### config.mk
export PLATFORM = sky130hd
export DESIGN_NAME = positional_list_insert_delete_unit
export DESIGN_NICKNAME = d
export VERILOG_FILES = /design/src/plh_pkg.sv /design/src/positional_list_insert_delete_unit.sv /design/src/plh_fifo.sv /design/src/plh_front.sv /design/src/plh_back.sv
export VERILOG_INCLUDE_DIRS = /design/src /design/src/src
export SDC_FILE = /design/constraint.sdc
export NUM_CORES = 2
export LEC_CHECK = 0
export ABC_AREA = 1
export CORE_MARGIN = 1.5
export CORE_UTILIZATION = 46
export CTS_CLUSTER_SIZE = 40
export DETAILED_ROUTE_END_ITERATION = 10
export DONT_BUFFER_PORTS = 1
export PLACE_DENSITY_LB_ADDON = 0.2
export SLEW_MARGIN = 15
export SYNTH_ARGS = -nofsm -noshare
export SYNTH_HDL_FRONTEND = slang
export SYNTH_SLANG_ARGS = --single-unit
### constraint.sdc
create_clock -name clk -period 5.1 [get_ports clk]
set_clock_uncertainty 0.2 [all_clocks]
set_input_delay 1.02 -clock clk [delete_from_list [all_inputs] [get_ports clk]]
set_output_delay 1.02 -clock clk [all_outputs]
set_load 0.1 [all_outputs]
### src/assert_macros.svh
`ifndef ASSERT_MACROS_SVH
`define ASSERT_MACROS_SVH

// same-cycle implication
`define ASSERT_IMPLIES(label, clk, rst_n, ante, cons, msg) \
label: assert property (@(posedge clk) disable iff (!rst_n) (ante) |-> (cons)) else $error(msg);

// next-cycle implication
`define ASSERT_NEXT(label, clk, rst_n, ante, cons, msg) \
label: assert property (@(posedge clk) disable iff (!rst_n) (ante) |=> (cons)) else $error(msg);

`endif

### src/plh_pkg.sv
package plh_pkg;

	localparam int unsigned DEPTH_DEF = 64;
	localparam int unsigned LIST_MAX  = 64;
	localparam int unsigned CQ_DEPTH  = 2;
	localparam int unsigned OQ_DEPTH  = 4;

	typedef enum logic [1:0] {
		OP_INSERT = 2'd0,
		OP_DELETE = 2'd1,
		OP_APPEND = 2'd2,
		OP_NONE   = 2'd3
	} opcode_t;

	typedef enum logic [1:0] {
		ST_ELEM   = 2'd0,
		ST_BOUNDS = 2'd1,
		ST_FULL   = 2'd2,
		ST_EMPTY  = 2'd3
	} status_t;

	typedef enum logic [2:0] {
		K_INSERT,
		K_DELETE,
		K_APPEND,
		K_BOUNDS,
		K_FULL
	} kind_t;

	typedef enum logic [2:0] {
		B_IDLE,
		B_SHIFT,
		B_PUT,
		B_LIST,
		B_ONE
	} bstate_t;

	typedef struct packed {
		kind_t              kind;
		logic [6:0]         pos;
		logic signed [31:0] value;
		logic               list;
	} cmd_t;

	typedef struct packed {
		status_t            status;
		logic signed [31:0] element;
		logic [5:0]         slot;
		logic               last;
	} res_t;

endpackage

### src/positional_list_insert_delete_unit.sv
// Positional list unit: an ordered store of up to DEPTH signed words.
// Input channel (push/full): one beat carries opcode, position, value, batch_end.
//   A beat is taken when push is high and full is low; full only reflects a
//   two-entry command queue, so beats are taken while the store is busy.
// Result channel (empty/pop): the oldest result sits on status/element/slot/last
//   while empty is low and leaves on a clock with pop high.
// Each insert, delete or batch-ending append lists the store, slot 0 first, at
// most LIST_MAX entries, last set on the final beat; an empty store gives one
// empty-listing beat. Errors give one beat; an append without batch_end and
// opcode 3 give none. The sequencer takes a command from the command queue when
// idle and works on one item at a time: it takes it, moves entries and drains
// the moves, writes an insert or append, then lists entries; an error beat
// follows the take. The store has one read and one write port, so entries are
// moved and listed one at a time. An issued result is registered in the read
// stage, then written into the result queue. A stalled result side fills a
// four-entry result queue, then the sequencer waits, then full rises.
// Reset (arst_n low) empties both queues and the store; entry contents are
// never read before they are written.
module positional_list_insert_delete_unit #(
	parameter int unsigned DEPTH = plh_pkg::DEPTH_DEF
) (
	input  logic               clk,
	input  logic               arst_n,
	input  logic               push,
	output logic               full,
	input  logic [1:0]         opcode,
	input  logic [6:0]         position,
	input  logic signed [31:0] value,
	input  logic               batch_end,
	output logic               empty,
	input  logic               pop,
	output logic [1:0]         status,
	output logic signed [31:0] element,
	output logic [5:0]         slot,
	output logic               last
);
	import plh_pkg::*;

	localparam int unsigned OW = $clog2(OQ_DEPTH+1);

	logic          accept;
	logic          cmd_vld;
	cmd_t          cmd;
	logic          cmd_full;
	logic          cmd_empty;
	cmd_t          cmd_head;
	logic          cmd_pop;
	logic          res_vld;
	res_t          res;
	res_t          oq_head;
	logic          oq_full;
	logic [OW-1:0] oq_count;

	assign accept = push && !cmd_full;
	assign full   = cmd_full;

	plh_front #(.DEPTH(DEPTH)) u_front (
		.clk       (clk),
		.arst_n    (arst_n),
		.accept    (accept),
		.opcode    (opcode),
		.position  (position),
		.value     (value),
		.batch_end (batch_end),
		.cmd_vld   (cmd_vld),
		.cmd       (cmd)
	);

	plh_fifo #(.T(cmd_t), .QDEPTH(CQ_DEPTH)) u_cmdq (
		.clk    (clk),
		.arst_n (arst_n),
		.push   (cmd_vld),
		.wdata  (cmd),
		.full   (cmd_full),
		.pop    (cmd_pop),
		.rdata  (cmd_head),
		.empty  (cmd_empty),
		.count  ()
	);

	plh_back #(.DEPTH(DEPTH)) u_back (
		.clk      (clk),
		.arst_n   (arst_n),
		.cmd_vld  (!cmd_empty),
		.cmd      (cmd_head),
		.cmd_pop  (cmd_pop),
		.oq_count (oq_count),
		.res_vld  (res_vld),
		.res      (res)
	);

	plh_fifo #(.T(res_t), .QDEPTH(OQ_DEPTH)) u_resq (
		.clk    (clk),
		.arst_n (arst_n),
		.push   (res_vld),
		.wdata  (res),
		.full   (oq_full),
		.pop    (pop),
		.rdata  (oq_head),
		.empty  (empty),
		.count  (oq_count)
	);

	assign status  = oq_head.status;
	assign element = oq_head.element;
	assign slot    = oq_head.slot;
	assign last    = oq_head.last;

`include "assert_macros.svh"

	`ASSERT_IMPLIES(a_resq_no_overflow, clk, arst_n, res_vld, !oq_full, "result queue overrun")
	`ASSERT_IMPLIES(a_error_is_last, clk, arst_n, !empty && status != ST_ELEM, last, "single beat without last")
	`ASSERT_NEXT(a_one_cmd_at_a_time, clk, arst_n, cmd_pop, !cmd_pop, "command taken while busy")

endmodule

### src/plh_fifo.sv
module plh_fifo #(
	parameter type         T      = logic,
	parameter int unsigned QDEPTH = 2
) (
	input  logic                         clk,
	input  logic                         arst_n,
	input  logic                         push,
	input  T                             wdata,
	output logic                         full,
	input  logic                         pop,
	output T                             rdata,
	output logic                         empty,
	output logic [$clog2(QDEPTH+1)-1:0] count
);
	localparam int unsigned PW = $clog2(QDEPTH);
	localparam int unsigned NW = $clog2(QDEPTH+1);

	T              mem_q [QDEPTH];
	logic [PW-1:0] wr_q;
	logic [PW-1:0] rd_q;
	logic [NW-1:0] cnt_q;
	logic          do_push;
	logic          do_pop;

	assign full    = (cnt_q == NW'(QDEPTH));
	assign empty   = (cnt_q == '0);
	assign count   = cnt_q;
	assign rdata   = mem_q[rd_q];
	assign do_push = push && !full;
	assign do_pop  = pop && !empty;

	always_ff @(posedge clk or negedge arst_n) begin
		if (!arst_n) begin
			wr_q  <= '0;
			rd_q  <= '0;
			cnt_q <= '0;
		end else begin
			if (do_push) begin
				wr_q <= (wr_q == PW'(QDEPTH-1)) ? '0 : wr_q + PW'(1);
			end
			if (do_pop) begin
				rd_q <= (rd_q == PW'(QDEPTH-1)) ? '0 : rd_q + PW'(1);
			end
			unique case ({do_push, do_pop})
				2'b10:   cnt_q <= cnt_q + NW'(1);
				2'b01:   cnt_q <= cnt_q - NW'(1);
				default: cnt_q <= cnt_q;
			endcase
		end
	end

	always_ff @(posedge clk) begin
		if (do_push) begin
			mem_q[wr_q] <= wdata;
		end
	end

endmodule

### src/plh_front.sv
module plh_front #(
	parameter int unsigned DEPTH = plh_pkg::DEPTH_DEF
) (
	input  logic               clk,
	input  logic               arst_n,
	input  logic               accept,
	input  logic [1:0]         opcode,
	input  logic [6:0]         position,
	input  logic signed [31:0] value,
	input  logic               batch_end,
	output logic               cmd_vld,
	output plh_pkg::cmd_t      cmd
);
	import plh_pkg::*;

	localparam int unsigned CW = $clog2(DEPTH+1);
	localparam int unsigned MW = (CW > 7) ? CW : 7;

	logic [CW-1:0] count_q;
	logic [MW-1:0] pos_x;
	logic [MW-1:0] cnt_x;
	logic          at_full;
	logic          grow;
	logic          shrink;

	assign pos_x   = MW'(position);
	assign cnt_x   = MW'(count_q);
	assign at_full = (count_q == CW'(DEPTH));

	// the shadow count runs ahead of the back end, so every beat is classified here
	always_comb begin
		cmd_vld   = accept;
		cmd.kind  = K_BOUNDS;
		cmd.pos   = position;
		cmd.value = value;
		cmd.list  = 1'b1;
		grow      = 1'b0;
		shrink    = 1'b0;
		unique case (opcode_t'(opcode))
			OP_INSERT: begin
				if (pos_x > cnt_x) begin
					cmd.kind = K_BOUNDS;
				end else if (at_full) begin
					cmd.kind = K_FULL;
				end else begin
					cmd.kind = K_INSERT;
					grow     = accept;
				end
			end
			OP_DELETE: begin
				if (pos_x >= cnt_x) begin
					cmd.kind = K_BOUNDS;
				end else begin
					cmd.kind = K_DELETE;
					shrink   = accept;
				end
			end
			OP_APPEND: begin
				cmd.list = batch_end;
				if (at_full) begin
					cmd.kind = K_FULL;
				end else begin
					cmd.kind = K_APPEND;
					grow     = accept;
				end
			end
			OP_NONE: begin
				cmd_vld = 1'b0;
			end
		endcase
	end

	always_ff @(posedge clk or negedge arst_n) begin
		if (!arst_n) begin
			count_q <= '0;
		end else if (grow) begin
			count_q <= count_q + CW'(1);
		end else if (shrink) begin
			count_q <= count_q - CW'(1);
		end
	end

endmodule

### src/plh_back.sv
module plh_back #(
	parameter int unsigned DEPTH = plh_pkg::DEPTH_DEF
) (
	input  logic                                   clk,
	input  logic                                   arst_n,
	input  logic                                   cmd_vld,
	input  plh_pkg::cmd_t                          cmd,
	output logic                                   cmd_pop,
	input  logic [$clog2(plh_pkg::OQ_DEPTH+1)-1:0] oq_count,
	output logic                                   res_vld,
	output plh_pkg::res_t                          res
);
	import plh_pkg::*;

	localparam int unsigned AW  = $clog2(DEPTH);
	localparam int unsigned CW  = $clog2(DEPTH+1);
	localparam int unsigned OW  = $clog2(OQ_DEPTH+1);
	localparam int unsigned LIM = (DEPTH < LIST_MAX) ? DEPTH : LIST_MAX;

	bstate_t       state_q;
	bstate_t       state_d;
	cmd_t          cmd_q;
	logic [CW-1:0] count_q;
	logic [CW-1:0] rem_q;
	logic [AW-1:0] ptr_q;
	logic [AW-1:0] idx_q;
	logic [31:0]   mem [DEPTH];
	logic [31:0]   rdata_q;

	logic          sh_vld_s1;
	logic [AW-1:0] sh_wa_s1;
	logic          res_vld_s1;
	logic          mem_s1;
	res_t          res_s1;

	logic [OW:0]   occ;
	logic          room;
	logic [CW-1:0] pos_c;
	logic [CW-1:0] pos_qc;
	logic [CW-1:0] lim;
	logic          list_last;
	logic          re;
	logic [AW-1:0] ra;
	logic          we;
	logic [AW-1:0] wa;
	logic [31:0]   wd;
	logic          issue;
	logic          issue_mem;
	res_t          res_d;

	// credit: one result may still be in flight from the read stage
	assign occ       = (OW+1)'(oq_count) + (OW+1)'(res_vld_s1);
	assign room      = occ < (OW+1)'(OQ_DEPTH);
	assign pos_c     = CW'(cmd.pos);
	assign pos_qc    = CW'(cmd_q.pos);
	assign lim       = (count_q > CW'(LIM)) ? CW'(LIM) : count_q;
	assign list_last = (CW'(idx_q) + CW'(1)) == lim;

	always_comb begin
		state_d   = state_q;
		cmd_pop   = 1'b0;
		re        = 1'b0;
		ra        = ptr_q;
		we        = sh_vld_s1;
		wa        = sh_wa_s1;
		wd        = rdata_q;
		issue     = 1'b0;
		issue_mem = 1'b0;
		res_d     = '{status: ST_ELEM, element: '0, slot: '0, last: 1'b1};
		unique case (state_q)
			B_IDLE: begin
				if (cmd_vld) begin
					cmd_pop = 1'b1;
					unique case (cmd.kind)
						K_INSERT: state_d = (count_q == pos_c) ? B_PUT : B_SHIFT;
						K_DELETE: state_d = (count_q - pos_c == CW'(1)) ? B_LIST : B_SHIFT;
						K_APPEND: state_d = B_PUT;
						default:  state_d = B_ONE;
					endcase
				end
			end
			B_SHIFT: begin
				re = 1'b1;
				if (rem_q == CW'(1)) begin
					state_d = (cmd_q.kind == K_INSERT) ? B_PUT : B_LIST;
				end
			end
			B_PUT: begin
				if (!sh_vld_s1) begin
					we      = 1'b1;
					wa      = (cmd_q.kind == K_INSERT) ? AW'(pos_qc) : AW'(count_q);
					wd      = cmd_q.value;
					state_d = cmd_q.list ? B_LIST : B_IDLE;
				end
			end
			B_LIST: begin
				if (!sh_vld_s1 && room) begin
					issue = 1'b1;
					if (count_q == '0) begin
						res_d.status = ST_EMPTY;
						state_d      = B_IDLE;
					end else begin
						re         = 1'b1;
						ra         = idx_q;
						issue_mem  = 1'b1;
						res_d.slot = 6'(idx_q);
						res_d.last = list_last;
						if (list_last) begin
							state_d = B_IDLE;
						end
					end
				end
			end
			B_ONE: begin
				if (room) begin
					issue        = 1'b1;
					res_d.status = (cmd_q.kind == K_FULL) ? ST_FULL : ST_BOUNDS;
					state_d      = B_IDLE;
				end
			end
			default: state_d = B_IDLE;
		endcase
	end

	always_ff @(posedge clk or negedge arst_n) begin
		if (!arst_n) begin
			state_q    <= B_IDLE;
			count_q    <= '0;
			sh_vld_s1  <= 1'b0;
			res_vld_s1 <= 1'b0;
		end else begin
			state_q    <= state_d;
			sh_vld_s1  <= (state_q == B_SHIFT);
			res_vld_s1 <= issue;
			if (state_q == B_IDLE && cmd_vld && cmd.kind == K_DELETE) begin
				count_q <= count_q - CW'(1);
			end else if (state_q == B_PUT && !sh_vld_s1) begin
				count_q <= count_q + CW'(1);
			end
		end
	end

	always_ff @(posedge clk) begin
		if (state_q == B_IDLE && cmd_vld) begin
			cmd_q <= cmd;
			if (cmd.kind == K_INSERT) begin
				ptr_q <= AW'(count_q - CW'(1));
				rem_q <= count_q - pos_c;
			end else begin
				ptr_q <= AW'(pos_c + CW'(1));
				rem_q <= count_q - pos_c - CW'(1);
			end
		end else if (state_q == B_SHIFT) begin
			rem_q <= rem_q - CW'(1);
			if (cmd_q.kind == K_INSERT) begin
				ptr_q    <= ptr_q - AW'(1);
				sh_wa_s1 <= ptr_q + AW'(1);
			end else begin
				ptr_q    <= ptr_q + AW'(1);
				sh_wa_s1 <= ptr_q - AW'(1);
			end
		end
		if (state_q != B_LIST) begin
			idx_q <= '0;
		end else if (issue) begin
			idx_q <= idx_q + AW'(1);
		end
		if (issue) begin
			res_s1 <= res_d;
			mem_s1 <= issue_mem;
		end
	end

	always_ff @(posedge clk) begin
		if (we) begin
			mem[wa] <= wd;
		end
		if (re) begin
			rdata_q <= mem[ra];
		end
	end

	always_comb begin
		res_vld     = res_vld_s1;
		res         = res_s1;
		res.element = mem_s1 ? rdata_q : '0;
	end

endmodule
==> impl_results.md <==
* Post-detail-place hpwl at 175000 um
* Top Ports at between 80 and 90
* Drt total wl at 310000 um
* Period utilization at 0.929
* Yosys warns at 0
* Initial antenna violation count at 8
* Slowest cell on crit path: dfrtp_1
* Actual slew at the worst max-slew pin at 1.23 ns
* TNS Setup at 0 ns
* Crit. End Element: flip-flop
* Pwr dens at 651 nW/um2
* Area occupied by multi-input gates at 27000 um2
* Largest net degree at the start of global routing at about 170
* Worst relative slew slack at 0.181
* Final hold vios at 0
* Design Area, Final at 121000 um2
* Fmax at ~210 MHz
* Worst-path clk slew at roughly 0.060 ns
* Pleak at 46.4 nW
* Vias in the first global route at 69100
* Post-CTS Setup Bufs at 0
* Mapped Area at 107000 um2
* Asr flop ratio synth at 0.0123
* Gr usage total at 0.260
* Mapped Cells at between 9000 and 10000
* Initial Util at 0.463
* Worst Path Required at roughly 5.6 ns
* Avg Cell Area, Syn at 11.3 um2
* Core area at 230000 um2
* Pre-Repair DR Iteration Count at 6
* Critical path arrival at 5.22 ns
* Iter 0 DRT Violations at roughly 8400
* Final critical-path required period at 4.74 ns
* DR vias at 72200
* Crit Path Max Fanout at 51
* Worst path max stage delay at 0.58 ns
* P&R area growth vs syn at 13.4%
* # nets final at 9594
* Die X at 484 um
* Routability Congestion at 0.890
* Kind of critical path: flip-flop to flip-flop
* Num CTS Buffers at approximately 280
* Worst setup SP type: flip-flop
* Max cap viols at 0
* Worst path cell trace: inv_1 > ha_1 > nand4_2 > nand3_4 > nand2_8 > buf_12 > buf_12 > buf_12 > buf_4 > nand2_1 > nand3_1 > nand3_1 > nand3_1 > nand3_1 > nand3_1 > nand2_1
* CP most frequent cell: nand3_1
* Clock Sinks at 2437
* #FFs+latches synth at 2437
* CTS tree: yes
* RSZ-0062 raised after global routing: no
* H-Tree Level Count at 5
* Chip height at 484 um
* Cts repair resizes at 0
* Finish-stage setup viols at 0
* Sequential share of the synthesized area at 0.685
* Peak VDD IR at 698 uV
* Post-synth EDFFs at roughly 2400
* First-pass GRT wire length at 456000 um
* FF/Latch Area at 73000 um2
* Status: finished, final reports clean
* Hold Path Class: input pin to flip-flop
* Port bufs at 0
* Full die area at 235000 um2
* Final Max Tran Viols at 0
* Top FF cell, synth: edfxtp_1
* Overflow after GRT at 0
* Hold buffer count at CTS at about 40
* Routed len/inst at approximately 24 um
* Syn_nets at 9549
* Worst R2R Setup Slack at 0.36 ns
* Fill cells at 19400
* Final routed DRC violation total at 0
* Vias per cell at 5.68
* Antenna Nets Post-Route at 0
* Clock tree buffer depth at 4
* Synth cell types at 50
* Dpl cell area at 112000 um2
* Clk_lat worst skew at 0.93 ns
* Clock Tree Root: clkbuf_16
* Layout cells sized above 1 at 0.0885
* Core Rows at about 180
-- registers in the layout, indices dropped and copies added (netlist names), 9 cells and up --
| register | flops |
|---|---|
| u_back.res | 9 |
| u_back.rdata_q | 32 |
| u_back.cmd_q | 36 |
| u_cmdq.mem_q | 86 |
| u_resq.mem_q | 164 |
| u_back.mem | 2048 |
-- cell families after synthesis --
kind of cell,share of synthesized area
XOR/XNOR,0.00378
AO/OA/AOI/OAI,0.0124
multiplexers,0.0000939
AND/OR/NAND/NOR,0.223
flip-flops,0.685
buffers and inverters,0.0712
adder cells (fa/ha/maj),0.00479
-- Yosys cell counts (19+ instances only) --
library cell / count / area [um2]
a21oi_1: 33 / 165
buf_1: 82 / 308
buf_2: 301 / 1510
clkbuf_1: 216 / 811
dfrtp_1: 30 / 751
edfxtp_1: 2401 / 72100
ha_1: 36 / 450
inv_1: 1286 / 4830
nand2_1: 1552 / 5830
nand3_1: 2210 / 11100
nand3b_1: 766 / 5750
nor2_1: 219 / 822
nor3_1: 19 / 95.1
o21ai_0: 131 / 656
o22ai_1: 46 / 288
xor2_1: 35 / 307
-- metal layers --
layer	vias up	track usage	part of all wire
li1	32700	-	-
met1	35700	0.374	0.43
met2	3269	0.395	0.45
met3	510	0.0439	0.086
met4	8	0.0962	0.036
met5	-	0	0.00016
-- power by group --
group	internal (mW)	leakage [nW]	switching, mW
registers	27.6	22.1	0.675
logic	7.56	20.3	24.7
clock network	10.6	3.93	7.70
-- cell usage in the layout (no fill, tap or decap), drive strengths merged, types with 4 or more instances in the layout --
| cell | n |
|---|---|
| nor3 | 19 |
| nand2 | 1557 |
| a21oi | 33 |
| xor2 | 35 |
| dfxtp | 6 |
| clkbuf | 333 |
| xnor2 | 11 |
| inv | 1290 |
| o211ai | 4 |
| ha | 36 |
| nor2 | 222 |
| clkinvlp | 6 |
| buf | 339 |
| o21ai | 133 |
| edfxtp | 2401 |
| or2 | 11 |
| o22ai | 46 |
| bufinv | 10 |
| clkinv | 103 |
| nand4 | 10 |
| diode | 5 |
| nand3b | 766 |
| dlygate4sd3 | 40 |
| dfrtp | 30 |
| o21bai | 4 |
| a31oi | 7 |
| nand3 | 2212 |
-- through the flow --
step | instances | worst slack [ns] | util | hold slack, ns | total power [mW]
final | 12700 | 0.362 | 0.525 | 0.127 | 78.7
after global routing | 12700 | 0.270 | 0.525 | 0.0939 | 82.0
after CTS | 12700 | 0.425 | 0.525 | 0.0648 | 78.7
after detailed placement | 12200 | 0.413 | 0.489 | 0.290 | 60.4
after global placement | 12200 | 0.463 | 0.489 | 0.268 | 60.0
after floorplan | 9464 | 0.502 | - | 0.259 | 46.9
-- final cells by class --
type | instances | share of cell area
antenna | 5 | 0.000103
clock buffer | 332 | 0.0602
clock inverter | 116 | 0.00639
inverter | 1293 | 0.0404
multi-input combinational | 5122 | 0.223
sequential | 2437 | 0.604
tap | 3026 | 0.0313
timing repair buffer | 380 | 0.0346
-- worst max-delay path, delay by kind of cell, from the launching register on --
| family | cells | cell delay, ns |
|---|---|---|
| buffers and inverters | 5 | 1.11 |
| adder cells (fa/ha/maj) | 1 | 0.23 |
| flip-flops | 1 | 0.58 |
| AND/OR/NAND/NOR | 10 | 2.27 |
-- final timing paths --
kind / to / start / cells after the start
setup / recovery: u_back.rdata_q[28] / u_back.count_q[1] / 16
hold / removal: u_cmdq.mem_q[0][0] / batch_end / 2
setup reg to reg: u_back.rdata_q[28] / u_back.count_q[1] / 16
hold reg to reg: u_resq.mem_q[3][4] / u_back.res[4] / 0
max in group asynchronous: u_back.count_q[3] / arst_n / 2
min in group asynchronous: u_resq.rd_q[1] / arst_n / 2
(Power assumes the default switching activity.)
